`src/rtl/kmsd_pkg.sv`:
```
package kmsd_pkg;

    localparam int COL_W     = 3;
    localparam int TIME_W    = 32;
    localparam int QRY_W     = 2;
    localparam int ROW_OUT_W = 2;
    localparam int MAP_W     = 9;
    localparam int DEB_W     = 8;

    localparam logic [DEB_W-1:0] DEB_RESET = 8'd5;

    typedef struct packed {
        logic [COL_W-1:0]  col_levels;
        logic [TIME_W-1:0] time_ms;
        logic [QRY_W-1:0]  query_row;
        logic [QRY_W-1:0]  query_col;
    } t_in_item;

    typedef struct packed {
        logic [ROW_OUT_W-1:0] scanned_row;
        logic [COL_W-1:0]     row_keys;
        logic [MAP_W-1:0]     key_map;
        logic                 any_pressed;
        logic                 query_pressed;
        logic [ROW_OUT_W-1:0] next_row_drive;
    } t_out_item;

endpackage

```
`src/rtl/kmsd_row_mem.sv`:
```
module kmsd_row_mem #(
    parameter int WIDTH = 99,
    parameter int DEPTH = 3
) (
    input  logic                                   i_clk,
    input  logic                                   i_rst_n,
    input  logic                                   i_rd_en,
    input  logic [((DEPTH > 1) ? $clog2(DEPTH) : 1)-1:0] i_rd_addr,
    input  logic                                   i_wr_en,
    input  logic [((DEPTH > 1) ? $clog2(DEPTH) : 1)-1:0] i_wr_addr,
    input  logic [WIDTH-1:0]                       i_wr_data,
    output logic [WIDTH-1:0]                       o_rd_data
);
    logic [WIDTH-1:0] r_mem [DEPTH];
    logic [WIDTH-1:0] r_rd_raw;
    logic [WIDTH-1:0] r_byp_data;
    logic             r_byp;
    logic             r_rd_valid;
    logic [DEPTH-1:0] r_valid;
    logic             n_same;

    assign n_same = i_wr_en && (i_wr_addr == i_rd_addr);

    always_ff @(posedge i_clk) begin
        if (i_wr_en) begin
            r_mem[i_wr_addr] <= i_wr_data;
        end
    end

    always_ff @(posedge i_clk) begin
        if (i_rd_en) begin
            r_rd_raw   <= r_mem[i_rd_addr];
            r_byp_data <= i_wr_data;
        end
    end

    // rows never written read as zero; a write to the row being read is passed through
    always_ff @(posedge i_clk) begin
        if (!i_rst_n) begin
            r_valid    <= '0;
            r_byp      <= 1'b0;
            r_rd_valid <= 1'b0;
        end else begin
            if (i_wr_en) begin
                r_valid[i_wr_addr] <= 1'b1;
            end
            if (i_rd_en) begin
                r_byp      <= n_same;
                r_rd_valid <= r_valid[i_rd_addr];
            end
        end
    end

    always_comb begin
        if (r_byp) begin
            o_rd_data = r_byp_data;
        end else if (r_rd_valid) begin
            o_rd_data = r_rd_raw;
        end else begin
            o_rd_data = '0;
        end
    end

endmodule

```
`src/rtl/kmsd_key_update.sv`:
```
module kmsd_key_update #(
    parameter int NUM_COLS = 3
) (
    input  kmsd_pkg::t_in_item                    i_item,
    input  logic [kmsd_pkg::DEB_W-1:0]            i_debounce_ms,
    input  logic [NUM_COLS*(1+kmsd_pkg::TIME_W)-1:0] i_entry,
    input  logic [NUM_COLS-1:0]                   i_deb_row,
    output logic [NUM_COLS*(1+kmsd_pkg::TIME_W)-1:0] o_entry,
    output logic [NUM_COLS-1:0]                   o_deb_row
);
    import kmsd_pkg::*;

    logic [NUM_COLS-1:0] levels;
    logic [NUM_COLS-1:0] raw;
    logic [TIME_W-1:0]   elapsed [NUM_COLS];

    // columns beyond the input field read low, i.e. pressed
    assign levels = NUM_COLS'(i_item.col_levels);
    assign raw    = ~levels;

    // entry layout: previous raw bits low, then one change time per column
    always_comb begin
        o_entry   = i_entry;
        o_deb_row = i_deb_row;
        for (int c = 0; c < NUM_COLS; c++) begin
            elapsed[c] = i_item.time_ms - i_entry[NUM_COLS + c*TIME_W +: TIME_W];
            if (raw[c] != i_entry[c]) begin
                o_entry[c] = raw[c];
                o_entry[NUM_COLS + c*TIME_W +: TIME_W] = i_item.time_ms;
            end else if (elapsed[c] > TIME_W'(i_debounce_ms)) begin
                o_deb_row[c] = raw[c];
            end
        end
    end

endmodule

```
`src/rtl/key_matrix_scan_debounce_unit.sv`:
```
// Key matrix scanner with per-key debounce. Each input transaction is one scan step for the
// row currently driven low; one result transaction follows for each, in order. Steps are
// accepted one per clock cycle while the output is not stalled, and a result is valid once
// its step has passed the stage-1 and result registers: the accepting edge reads the row's
// raw samples and change times from the row memory, and the stage-1 step compares them,
// writes the row back and loads the result register once the output is free. A write to
// the row being read in the same cycle is bypassed into the read data, so back-to-back
// steps on the same row (a single-row matrix) keep full rate. Debounced key states sit in
// flip-flops so the whole key map is available every cycle. No clearing pass after reset.
module key_matrix_scan_debounce_unit #(
    parameter int NUM_ROWS = 3,
    parameter int NUM_COLS = 3
) (
    input  logic                          i_clk,
    input  logic                          i_rst_n,
    input  logic                          i_in_valid,
    output logic                          o_in_stall,
    input  kmsd_pkg::t_in_item            i_in_data,
    output logic                          o_out_valid,
    input  logic                          i_out_stall,
    output kmsd_pkg::t_out_item           o_out_data,
    input  logic                          i_cfg_valid,
    output logic                          o_cfg_ready,
    input  logic [kmsd_pkg::DEB_W-1:0]    i_cfg_data
);
    import kmsd_pkg::*;

    localparam int NUM_KEYS = NUM_ROWS * NUM_COLS;
    localparam int RW       = (NUM_ROWS > 1) ? $clog2(NUM_ROWS) : 1;
    localparam int KW       = (NUM_KEYS > 1) ? $clog2(NUM_KEYS) : 1;
    localparam int EW       = NUM_COLS * (1 + TIME_W);

    logic [DEB_W-1:0]    r_debounce_ms;
    logic [RW-1:0]       r_row;
    logic [RW-1:0]       n_row;
    logic                r_s1_valid;
    t_in_item            r_s1_item;
    logic [RW-1:0]       r_s1_row;
    logic [NUM_KEYS-1:0] r_deb;
    logic [NUM_KEYS-1:0] n_deb;
    logic                r_out_valid;
    t_out_item           r_out;
    t_out_item           n_out;

    logic                accept;
    logic                s1_adv;
    logic [EW-1:0]       rd_entry;
    logic [EW-1:0]       wr_entry;
    logic [NUM_COLS-1:0] deb_row_old;
    logic [NUM_COLS-1:0] deb_row_new;
    logic [RW-1:0]       s1_next_row;
    logic [KW-1:0]       q_idx;
    logic                q_in_range;

    assign o_cfg_ready = 1'b1;
    assign s1_adv      = r_s1_valid && (!r_out_valid || !i_out_stall);
    assign o_in_stall  = r_s1_valid && !s1_adv;
    assign accept      = i_in_valid && !o_in_stall;
    assign n_row       = (r_row == RW'(NUM_ROWS - 1)) ? '0 : r_row + 1'b1;
    assign s1_next_row = (r_s1_row == RW'(NUM_ROWS - 1)) ? '0 : r_s1_row + 1'b1;

    kmsd_row_mem #(
        .WIDTH (EW),
        .DEPTH (NUM_ROWS)
    ) u_row_mem (
        .i_clk     (i_clk),
        .i_rst_n   (i_rst_n),
        .i_rd_en   (accept),
        .i_rd_addr (r_row),
        .i_wr_en   (s1_adv),
        .i_wr_addr (r_s1_row),
        .i_wr_data (wr_entry),
        .o_rd_data (rd_entry)
    );

    assign deb_row_old = r_deb[r_s1_row*NUM_COLS +: NUM_COLS];

    kmsd_key_update #(
        .NUM_COLS (NUM_COLS)
    ) u_key_update (
        .i_item        (r_s1_item),
        .i_debounce_ms (r_debounce_ms),
        .i_entry       (rd_entry),
        .i_deb_row     (deb_row_old),
        .o_entry       (wr_entry),
        .o_deb_row     (deb_row_new)
    );

    assign q_in_range = (32'(r_s1_item.query_row) < NUM_ROWS)
                     && (32'(r_s1_item.query_col) < NUM_COLS);
    assign q_idx      = KW'(r_s1_item.query_row) * KW'(NUM_COLS) + KW'(r_s1_item.query_col);

    always_comb begin
        n_deb = r_deb;
        n_deb[r_s1_row*NUM_COLS +: NUM_COLS] = deb_row_new;

        n_out = '0;
        n_out.scanned_row    = ROW_OUT_W'(r_s1_row);
        n_out.next_row_drive = ROW_OUT_W'(s1_next_row);
        for (int c = 0; c < COL_W; c++) begin
            if (c < NUM_COLS) begin
                n_out.row_keys[c] = deb_row_new[c];
            end
        end
        for (int k = 0; k < MAP_W; k++) begin
            if (k < NUM_KEYS) begin
                n_out.key_map[k] = n_deb[k];
            end
        end
        n_out.any_pressed   = |n_deb;
        n_out.query_pressed = q_in_range && n_deb[q_idx];
    end

    always_ff @(posedge i_clk) begin
        if (!i_rst_n) begin
            r_debounce_ms <= DEB_RESET;
            r_row         <= '0;
            r_s1_valid    <= 1'b0;
            r_out_valid   <= 1'b0;
            r_deb         <= '0;
        end else begin
            if (i_cfg_valid) begin
                r_debounce_ms <= i_cfg_data;
            end
            if (accept) begin
                r_row      <= n_row;
                r_s1_valid <= 1'b1;
            end else if (s1_adv) begin
                r_s1_valid <= 1'b0;
            end
            if (s1_adv) begin
                r_out_valid <= 1'b1;
                r_deb       <= n_deb;
            end else if (!i_out_stall) begin
                r_out_valid <= 1'b0;
            end
        end
    end

    always_ff @(posedge i_clk) begin
        if (accept) begin
            r_s1_item <= i_in_data;
            r_s1_row  <= r_row;
        end
        if (s1_adv) begin
            r_out <= n_out;
        end
    end

    assign o_out_valid = r_out_valid;
    assign o_out_data  = r_out;

endmodule

```
`config.mk`:
```
export PLATFORM = sky130hd
export DESIGN_NAME = key_matrix_scan_debounce_unit
export DESIGN_NICKNAME = d
export VERILOG_FILES = /design/src/rtl/kmsd_pkg.sv /design/src/rtl/kmsd_row_mem.sv /design/src/rtl/kmsd_key_update.sv /design/src/rtl/key_matrix_scan_debounce_unit.sv
export SDC_FILE = /design/constraint.sdc
export NUM_CORES = 1
export LEC_CHECK = 0
export BUFFER_PORTS_ARGS = -buffer_cell sky130_fd_sc_hd__buf_2
export CAP_MARGIN = 15
export CORE_ASPECT_RATIO = 1.75
export CORE_MARGIN = 5
export CORE_UTILIZATION = 65
export DETAILED_ROUTE_END_ITERATION = 7
export PLACE_DENSITY_LB_ADDON = 0.05
export SYNTH_ARGS = -nofsm -noshare
export SYNTH_HDL_FRONTEND = slang
export SYNTH_SLANG_ARGS = --single-unit
```
`constraint.sdc`:
```
create_clock -name i_clk -period 22.4 [get_ports i_clk]
set_input_delay 3.36 -clock i_clk [delete_from_list [all_inputs] [get_ports i_clk]]
set_output_delay 3.36 -clock i_clk [all_outputs]
set_load 0.05 [all_outputs]
```
# Word-level counts from Yosys, hierarchy flattened
# Memory sizes are Yosys's and may differ from the RTL's. A register that Yosys moved wholly into a read port is not among the register bits.
# Cells that the tools add are included.
# classes
n_addsub	7
reduce_logical	14
order_cmp	9
bitwise_logic	2
n_shift	3
n_mul	2
muxes	28
eq_ne	7
# ops
operator	n
2-to-1 mux 99 bit	2
greater-than comparator 32 x 8 -> 1 bit	3
2-to-1 mux 32 bit	3
subtractor 32 bit	3
negation 4 -> 34 bit	1
variable shift 3 x 34 -> 9 bit (first input constant)	1
variable part select 3 x 34 -> 9 bit	1
2-to-1 mux 1 bit	18
bitwise mux 9 bit	1
OR reduction 9 bit	1
variable part select 9 x 5 -> 3 bit	1
multiplier 2 x 2 -> 4 bit (second input constant)	2
logical AND 1 bit	7
< comparator 2 x 3 -> 1 bit (second input constant)	2
< comparator 4 x 5 -> 1 bit (second input constant)	1
adder 2 x 1 -> 2 bit (second input constant)	2
adder 4 x 2 -> 4 bit	1
binary-select mux 1 bit (select 4 bit)	1
== test 2 bit (second input constant)	2
zero test 1 bit	4
< comparator 2 bit (second input constant)	2
!= test 1 bit	3
NOT 3 bit	1
OR 3 bit	1
8 further kinds	8
# word_totals
input_bits	52
mem_count	1
ram_bits	297
out_inout_bits	21
word_cells	93
regBits	184
# memory_table
memory	depth	word_bits	read_ports	rd_clocked_by_memory_dff	wr	line	source
u_row_mem.r_mem	3	99	1	1	1	kmsd_row_mem.sv:14	logic [WIDTH-1:0] r_mem [DEPTH];

# Logic depth before layout (Yosys ltp)
# Gate-level depths: netlist of the first run.
# logic_depth
word_depth	11
depth_mapped	30
depth_no_buf	25

# Cells and area by module
# From an unflattened synthesis of the first run, not the netlist that was laid out.
# unflattened
cells_unflattened	2320
hier_area_um2	29261.8
# modules_own_cells
module	instances	seq_area_each_um2	cells_each	area_per_inst_um2
kmsd_row_mem	1	14964.4	969	18152.4
kmsd_key_update	1	0.0	1137	7978.9
key_matrix_scan_debounce_unit	1	2192.1	214	3130.5

# Worst setup path before layout of the first run
# Ideal clock, no wire load.
# synth_timing
path_kind	input to register
startpoint	input port i_out_stall
endpoint	register r_s1_item[0] (netlist bit) (enable)
setup_slack_ps	13080
path_stages	4
setup_ps	590
arrival_time_ps	8730
required_ps	21810
path_cell_list	and3_1 > nand2b_1 > clkbuf_1 > inv_1
# synth_via
elab_chain_len	7
# synth_rtl
item	line	source
from (decl)	key_matrix_scan_debounce_unit.sv:20	input logic i_out_stall,
zero test 1 bit	n/a	
logical OR 1 bit	key_matrix_scan_debounce_unit.sv:56	assign s1_adv = r_s1_valid && (!r_out_valid || !i_out_stall);
logical AND 1 bit	key_matrix_scan_debounce_unit.sv:56	
zero test 1 bit	key_matrix_scan_debounce_unit.sv:57	assign o_in_stall = r_s1_valid && !s1_adv;
logical AND 1 bit	key_matrix_scan_debounce_unit.sv:57	
zero test 1 bit	key_matrix_scan_debounce_unit.sv:58	assign accept = i_in_valid && !o_in_stall;
logical AND 1 bit	key_matrix_scan_debounce_unit.sv:58	
via accept	key_matrix_scan_debounce_unit.sv:45	logic accept;
to (signal assigned)	key_matrix_scan_debounce_unit.sv:142	r_s1_item <= i_in_data;
to (decl)	key_matrix_scan_debounce_unit.sv:37	t_in_item r_s1_item;
# The timed path passes the listed nets, and every way through them passes these cells.
# A chain may end at the register's enable or synchronous reset.

==> results of run 1 <==
==> power groups by stage <==
stage | Combinational (uW) | Clock [uW] | Sequential, uW
2_1_floorplan | 300 | 0 | 1320
3_3_place_gp | 417 | 0 | 1320
3_5_place_dp | 427 | 0 | 1320
4_1_cts | 430 | 849 | 1300
5_1_grt | 472 | 898 | 1310
6_report | 438 | 844 | 1300
==> layout make-up <==
type	count	area, um2
Tap cell	588	736
Clock buffer	62	1360
Fill cell	3209	13800
Timing Repair Buffer	95	553
Multi-Input combinational cell	1810	12700
Clock inverter	29	234
Inverter	91	349
Sequential cell	580	17200
==> worst reg2reg max path: stages (launching register included) <==
cell and delay [ns]:
dfxtp_2 0.31, buf_4 0.50, nor2b_4 0.87, buf_4 0.68, a22o_1 0.31, ha_1 0.20
nor2b_1 0.06, o31a_1 0.32, maj3_1 0.42, and4b_1 0.26, or2_2 0.33, xnor2_1 0.14
ha_1 0.30, nand4_1 0.11, a21oi_1 0.05, o32a_1 0.36, a2111oi_0 0.41, nand3_1 0.11
nor4_1 0.20, o2111ai_1 0.17, or4_4 0.55, or4_1 0.47, and3_1 0.19, or2_4 0.25
a221o_1 0.26, or4b_1 0.50
==> cells by family (layout without fill, tap and decap cells) <==
group                      Yosys count  in the layout
xor gates and xnor gates            51             51
buffers and inverters              234            277
muxes                              209            209
DFF                                580            580
adders and majority gates          121            121
AOI/OAI and AO/OA                  704            704
and+or+nand+nor                    724            724
other                                1              1
==> worst paths after layout <==
check                         endpoint  slack [ns]
setup / recovery         o_out_data[3]       13.81
hold / removal    u_row_mem.r_valid[2]        0.47
setup reg to reg         o_out_data[3]       13.81
hold reg to reg   u_row_mem.r_valid[2]        0.47
==> Yosys cell counts (20+ instances only) <==
master | number | area, um2
and2_1 | 32 | 200
a21oi_1 | 146 | 731
nand4_1 | 30 | 188
a21o_1 | 47 | 353
nand3_1 | 50 | 250
clkbuf_1 | 97 | 364
a211oi_1 | 26 | 195
edfxtp_1 | 554 | 16600
xor2_1 | 23 | 201
ha_1 | 105 | 1310
inv_1 | 88 | 330
nor3_1 | 35 | 175
and3b_1 | 27 | 236
a31oi_1 | 20 | 125
o21ai_0 | 160 | 801
dfxtp_1 | 26 | 521
nor2b_1 | 28 | 175
o21a_1 | 21 | 158
mux2i_1 | 204 | 2040
nand2_1 | 251 | 942
nand3b_1 | 23 | 173
nor2_1 | 124 | 465
and3_1 | 24 | 150
a22oi_1 | 67 | 503
xnor2_1 | 28 | 245
o211ai_1 | 20 | 150
==> stage by stage <==
stage,setup slack (ns),hold slack (ns)
after CTS,13.96,0.467
after detailed placement,14.01,0.453
after floorplan,13.08,0.406
after global routing,13.64,0.489
after global placement,14.13,0.448
final,13.81,0.467
==> cells in the final DEF (no fill, tap or decap), types with 21 or more instances in the layout <==
cell | synthesis | routed
a211oi_1 | 26 | 26
a21o_1 | 47 | 47
a21oi_1 | 146 | 146
a22oi_1 | 67 | 67
and2_1 | 32 | 29
and3_1 | 24 | 24
and3b_1 | 27 | 27
buf_2 | 12 | 71
buf_4 | 7 | 22
clkbuf_16 | 0 | 51
dfxtp_1 | 26 | 22
edfxtp_1 | 554 | 554
ha_1 | 105 | 103
inv_1 | 88 | 87
mux2i_1 | 204 | 204
nand2_1 | 251 | 251
nand3_1 | 50 | 50
nand3b_1 | 23 | 23
nand4_1 | 30 | 30
nor2_1 | 124 | 124
nor2b_1 | 28 | 27
nor3_1 | 35 | 35
o21a_1 | 21 | 21
o21ai_0 | 160 | 160
xnor2_1 | 28 | 28
xor2_1 | 23 | 23
==> registers in the layout, summed over array words and instances (netlist names) <==
name and count:
u_row_mem.r_byp_data 99, u_row_mem.r_valid 3, r_s1_item 39, o_out_data 18, r_s1_valid 1, u_row_mem.r_rd_raw 99, r_row 2, o_out_valid 1
u_row_mem.r_byp 1, u_row_mem.r_rd_valid 1, r_s1_row 2, r_deb 9, r_debounce_ms 8, u_row_mem.r_mem 297
==> per-layer routing <==
layer  vias up  global-route usage, %
li1      10100                      -
met1     11000                   37.3
met2      1057                   58.7
met3       310                   3.74
met4         0                   20.2
met5         -                      0
==> results.py, run 1 <==
metrics = {
    "outcome": {
        "status": "completed",
    },
    "yosys": {
        "yosysSeqAreaShare_pct": 55.7,
        "synth_edf_count": 554,
        "synth_fa_ha_area_share_pct": 4.86,
        "ys_types": 103,
        "synth.area.mux_share_pct": 6.81,
        "synthXorXnorAreaFrac_pct": 1.45,
        "synth_compound_area_share_pct": 15.6,
        "ys_ff_latch": 580,
        "synth_cells": 2624,
        "syn_nets": 2783,
        "async_reset_ff_share_pct": 0,
        "avgSynthCellArea_um2": 11.7,
        "syn_area_mm2": 0.0308,
        "yosysWarnings": 0,
        "yosys_most_used_dff": "edfxtp_1",
        "synth-simple-area-share_pct": 12.3,
        "synth_top_family_by_area": "compound AO/OA/AOI/OAI gates",
    },
    "floorplanning": {
        "fp.dieW_um": 175,
        "start_util_pct": 65.7,
        "rows": 105,
        "fp.coreArea_mm2": 0.0469,
        "die_area_mm2": 0.0520,
        "die_y_um": 298,
        "ios": 73,
    },
    "timing": {
        "setup_tns_ns": 0,
        "setup_viol": 0,
        "skew_ns": 0.0304,
        "max_freq_mhz": 116,
        "hold_viol_final": 0,
        "worstMarginPinSlew_ns": 1.17,
        "finalCriticalPeriod_ns": 8.59,
        "slew_headroom_pct": 21.7,
        "rsz0062_at_grt": "false",
        "finalCritPeriodShare_pct": 38.3,
        "drv_slew": 0,
    },
    "detailed_routing": {
        "m1WireLength_mm": 30.9,
        "vias_per_cell": 6.90,
        "drt-initial-drc-count": 2021,
        "drc": 0,
        "dr.pass1.iters": 8,
        "top_layer_used": "met4",
        "postRouteAntennaNets": 0,
        "vias": 22500,
        "detail_route.wl_per_cell_um": 26.8,
        "dr_wl_met2_mm": 44.7,
        "drt_wl_total_mm": 87.2,
        "wl_met3_mm": 4.88,
    },
    "power_and_ir_drop": {
        "p_sw_share_pct": 27.6,
        "pwr-share-clk_pct": 32.6,
        "p_per_area_mw_per_mm2": 78.2,
        "total_power_uw": 2590,
        "p_int_uw": 1870,
        "comb_power_share_pct": 16.9,
        "p_sw_uw": 713,
        "seqPwrFrac_pct": 50.4,
        "irDropWorstVdd_mv": 0.0832,
        "cellLeakagePower_uw": 0.0119,
    },
    "clock_network": {
        "cts_tree": "built",
        "post_cts_buffers": 0,
        "cts-root-buf": "clkbuf_16",
        "clk_pin_slew_worst_paths_ns": 0.06,
        "cts-htree-levels": 2,
        "cts_sinks": 580,
        "clock_path_buffers": 3,
        "numCtsBuffers": 51,
        "insertion_delay_ns": 0.60,
        "cts-hold-fix-buffers": 0,
        "cts-resized-gates": 0,
    },
    "finish": {
        "layout.nets": 2788,
        "drive_above_1_share_pct": 8.85,
        "finalInstanceArea_mm2": 0.0331,
        "fin_cells": 3255,
        "n_antenna_cell": 0,
        "syn2layout_area_growth_pct": 7.35,
        "utilization_pct": 70.5,
    },
    "setup_path": {
        "slowest_delay_ns": 0.82,
        "end_kind": "register",
        "r2r-start": "u_row_mem.r_rd_valid",
        "start_kind": "register",
        "arrival_ns": 8.89,
        "reg2reg_depth": 25,
        "crit_required_ns": 22.70,
        "path_depth": 25,
        "crit_family": "simple AND/OR/NAND/NOR gates",
        "cp_slowest_cell": "nor2b_4",
        "critPathLaunch": "u_row_mem.r_rd_valid",
        "crit_buf_inv": 2,
        "path_class": "reg -> reg",
        "crit_fanout": 58,
    },
    "hold_path": {
        "hold_path_depth": 1,
        "min_from": "u_row_mem.r_valid[2]",
        "hold_path.class": "reg -> reg",
    },
    "run": {
        "cap_violations": 0,
    },
    "placement": {
        "dp_cells": 3162,
        "gp_congestion": 1.04,
        "hpwlAfterDp_mm": 60.5,
        "port_buffers": 71,
        "dpl-instance-area_mm2": 0.0314,
    },
    "global_routing": {
        "track_usage_pct": 32.8,
        "grt-ovfl-total": 0,
        "antenna_found_initial": 0,
        "grt_start_max_net_pins": 109,
        "grt_pass1_wl_mm": 131,
        "first_global_vias": 22300,
    },
}
No activity file was read; power rests on OpenSTA's default activity.
==> run 2, diff against run 1 <==
ABC_AREA = 1   (was unset)
CORE_UTILIZATION = 57   (was 65)
clock period = 7.2 ns   (was 22.4 ns; I/O delays follow)
==> run 2 against run 1 <==
  * Clock power grew to 3.4 times the previous value
  * Largest cell class unchanged
  * Routed wire length shrank 0.81%
  * Die area grew 9.6%
  * Hold slack gained 0.014 ns
  * Final area shrank 1.8%
  * The run now ends with DRC left
==> results.py, run 2 <==
metrics = {
    "hold_path": {
        "min_from": "u_row_mem.r_valid[2]",
        "hold_path_depth": 2,
        "min_to": "u_row_mem.r_valid[2]",
        "hold_path.class": "reg -> reg",
    },
    "floorplanning": {
        "die_y_um": 312,
        "fp.dieW_um": 183,
        "ios": 73,
        "rows": 110,
        "fp.coreArea_mm2": 0.0516,
        "start_util_pct": 57.6,
        "die_area_mm2": 0.0570,
    },
    "yosys": {
        "yosys-top-cells-count": "nand2_1, edfxtp_1, nand3_1, inv_1, nor2_1",
        "yosysMostFrequentCell": "nand2_1",
        "avgSynthCellArea_um2": 9.30,
        "syn_area_mm2": 0.0297,
        "yosys_most_used_dff": "edfxtp_1",
        "yosys.area.top_type": "edfxtp_1",
        "synth_edf_count": 554,
        "synth_area_leaders": "edfxtp_1, nand2_1, nand3_1, ha_1, inv_1",
        "yosysWarnings": 0,
        "ys_types": 49,
        "ys_ff_latch": 580,
        "synth_cells": 3195,
        "async_reset_ff_share_pct": 0,
        "syn_nets": 3354,
        "yosysSeqAreaShare_pct": 57.7,
        "yosysTopAreaCellShare_pct": 56.0,
    },
    "finish": {
        "n_antenna_cell": 0,
        "drive_above_1_share_pct": 7.04,
        "final_cell_mix": "nand2_1, edfxtp_1, nand3_1",
        "multi_input_area_mm2": 0.0111,
        "syn2layout_area_growth_pct": 9.21,
        "top_regs": "u_row_mem.r_mem x297, u_row_mem.r_byp_data x99, u_row_mem.r_rd_raw x99",
        "final_common_cell": "nand2_1",
        "fillCellCount": 4276,
        "finalInstanceArea_mm2": 0.0325,
        "largest_reg_flops": 297,
        "ff_latch_area_mm2": 0.0172,
        "regMostFlops": "u_row_mem.r_mem",
        "layout.nets": 3402,
    },
    "global_routing": {
        "grt_start_max_net_pins": 140,
        "antenna_found_initial": 1,
        "first_global_vias": 23200,
        "grt_pass1_wl_mm": 132,
        "track_usage_pct": 29.9,
        "grt-ovfl-total": 0,
    },
    "setup_path": {
        "slowest_delay_ns": 0.47,
        "r2r-start": "u_row_mem.r_rd_valid",
        "path_class": "reg -> reg",
        "crit_required_ns": 7.55,
        "crit_buf_inv": 6,
        "reg2reg_depth": 37,
        "arrival_ns": 5.83,
        "end_kind": "register",
        "r2r-end": "o_out_data[2]",
        "cp_slowest_cell": "buf_4",
        "crit_top_cell": "nand2_1",
        "reg2reg_slack_ns": 1.72,
        "crit_family": "simple AND/OR/NAND/NOR gates",
        "crit_fanout": 70,
        "start_kind": "register",
    },
    "clock_network": {
        "cts_tree": "built",
        "post_cts_buffers": 0,
        "clk_pin_slew_worst_paths_ns": 0.07,
        "cts_sinks": 580,
        "cts-htree-levels": 2,
        "cts-hold-fix-buffers": 0,
        "insertion_delay_ns": 0.60,
        "cts-resized-gates": 0,
        "clock_path_buffers": 3,
        "cts-root-buf": "clkbuf_16",
        "numCtsBuffers": 51,
    },
    "outcome": {
        "status": "complete, but fails checks",
        "violations": "DRC",
    },
    "detailed_routing": {
        "drt_wl_total_mm": 86.5,
        "postRouteAntennaNets": 0,
        "vias_per_cell": 5.86,
        "drt-initial-drc-count": 2213,
        "vias": 23200,
        "dr.pass1.iters": 8,
        "detail_route.wl_per_cell_um": 21.9,
        "drc": 2,
    },
    "power_and_ir_drop": {
        "irDropWorstVdd_mv": 0.260,
        "p_per_area_mw_per_mm2": 264,
        "cellLeakagePower_uw": 0.0132,
    },
    "timing": {
        "hold_viol_final": 0,
        "setup_viol": 0,
        "slew_headroom_pct": 19.8,
        "worstMarginPinSlew_ns": 1.20,
        "finalCriticalPeriod_ns": 5.48,
        "setup_tns_ns": 0,
        "rsz0062_at_grt": "false",
        "finalCritPeriodShare_pct": 76.1,
        "skew_ns": 0.0147,
        "max_freq_mhz": 182,
        "drv_slew": 0,
    },
    "placement": {
        "port_buffers": 71,
        "hpwlAfterDp_mm": 60.4,
        "dpl-instance-area_mm2": 0.0307,
        "gp_congestion": 0.976,
    },
    "run": {
        "cap_violations": 0,
    },
}
-- run 2: cell type report --
class	instances	share of cell area, %
flip-flops and latches	580	52.9
multi-input cells	2233	34.1
clock buffers	59	4.02
inverters	288	3.38
well taps	672	2.59
repair buffers	89	1.63
clock inverters	33	1.36
-- run 2: where the power goes --
| part | switching, uW | internal, uW | total, uW |
|---|---|---|---|
| Sequential | 124 | 3990 | 4120 |
| Clock | 1220 | 1670 | 2890 |
| Combinational | 1120 | 451 | 1570 |
-- run 2: through the flow --
step / hold WS [ns] / util (%) / std cells / setup WS, ns / total power, uW
floorplan: 0.406 / - / 3195 / 0.218 / 5230
global placement: 0.444 / 59.5 / 3861 / 2.08 / 5690
detailed placement: 0.468 / 59.5 / 3862 / 1.89 / 5730
CTS: 0.479 / 62.9 / 3954 / 1.82 / 8610
global route: 0.509 / 62.9 / 3954 / 1.33 / 8950
finish: 0.480 / 62.9 / 3954 / 1.72 / 8580
-- run 2: routing by layer --
layer / share of wire (%) / vias to the layer above / track usage (%)
met5: 0 / - / 0
met4: 6.5 / 0 / 16.7
met3: 5.3 / 267 / 3.14
met2: 51 / 874 / 54.0
met1: 37 / 11000 / 34.4
li1: - / 11000 / -
-- run 2: how the worst max path moves through the flow --
stage	slack [ns]	depth (start not counted)	end	startpoint
floorplan	0.22	7	u_row_mem.r_rd_valid	i_out_stall
global placement	2.08	37	o_out_data[2]	u_row_mem.r_rd_valid
detailed placement	1.89	37	o_out_data[2]	u_row_mem.r_rd_valid
CTS	1.82	37	o_out_data[2]	u_row_mem.r_rd_valid
global route	1.33	37	o_out_data[2]	u_row_mem.r_rd_valid
finish	1.72	37	o_out_data[2]	u_row_mem.r_rd_valid
-- run 2: cell families after synthesis --
family	after synthesis	synth area share [%]
and+or+nand+nor	1683	23.7
DFF	580	57.7
AOI/OAI and AO/OA	409	7.90
buffers and inverters	382	5.10
adders and majority gates	107	4.55
xor gates and xnor gates	33	0.972
other	1	0.0126
-- run 2: worst reg2reg max path: cells and delay by family, from the launching register on --
family,cells,cell delay [ns]
simple gates,24,2.56
xor+xnor,1,0.19
buf+inv,6,1.18
compound gates,3,0.40
flops,1,0.32
fa+ha+maj,3,0.60
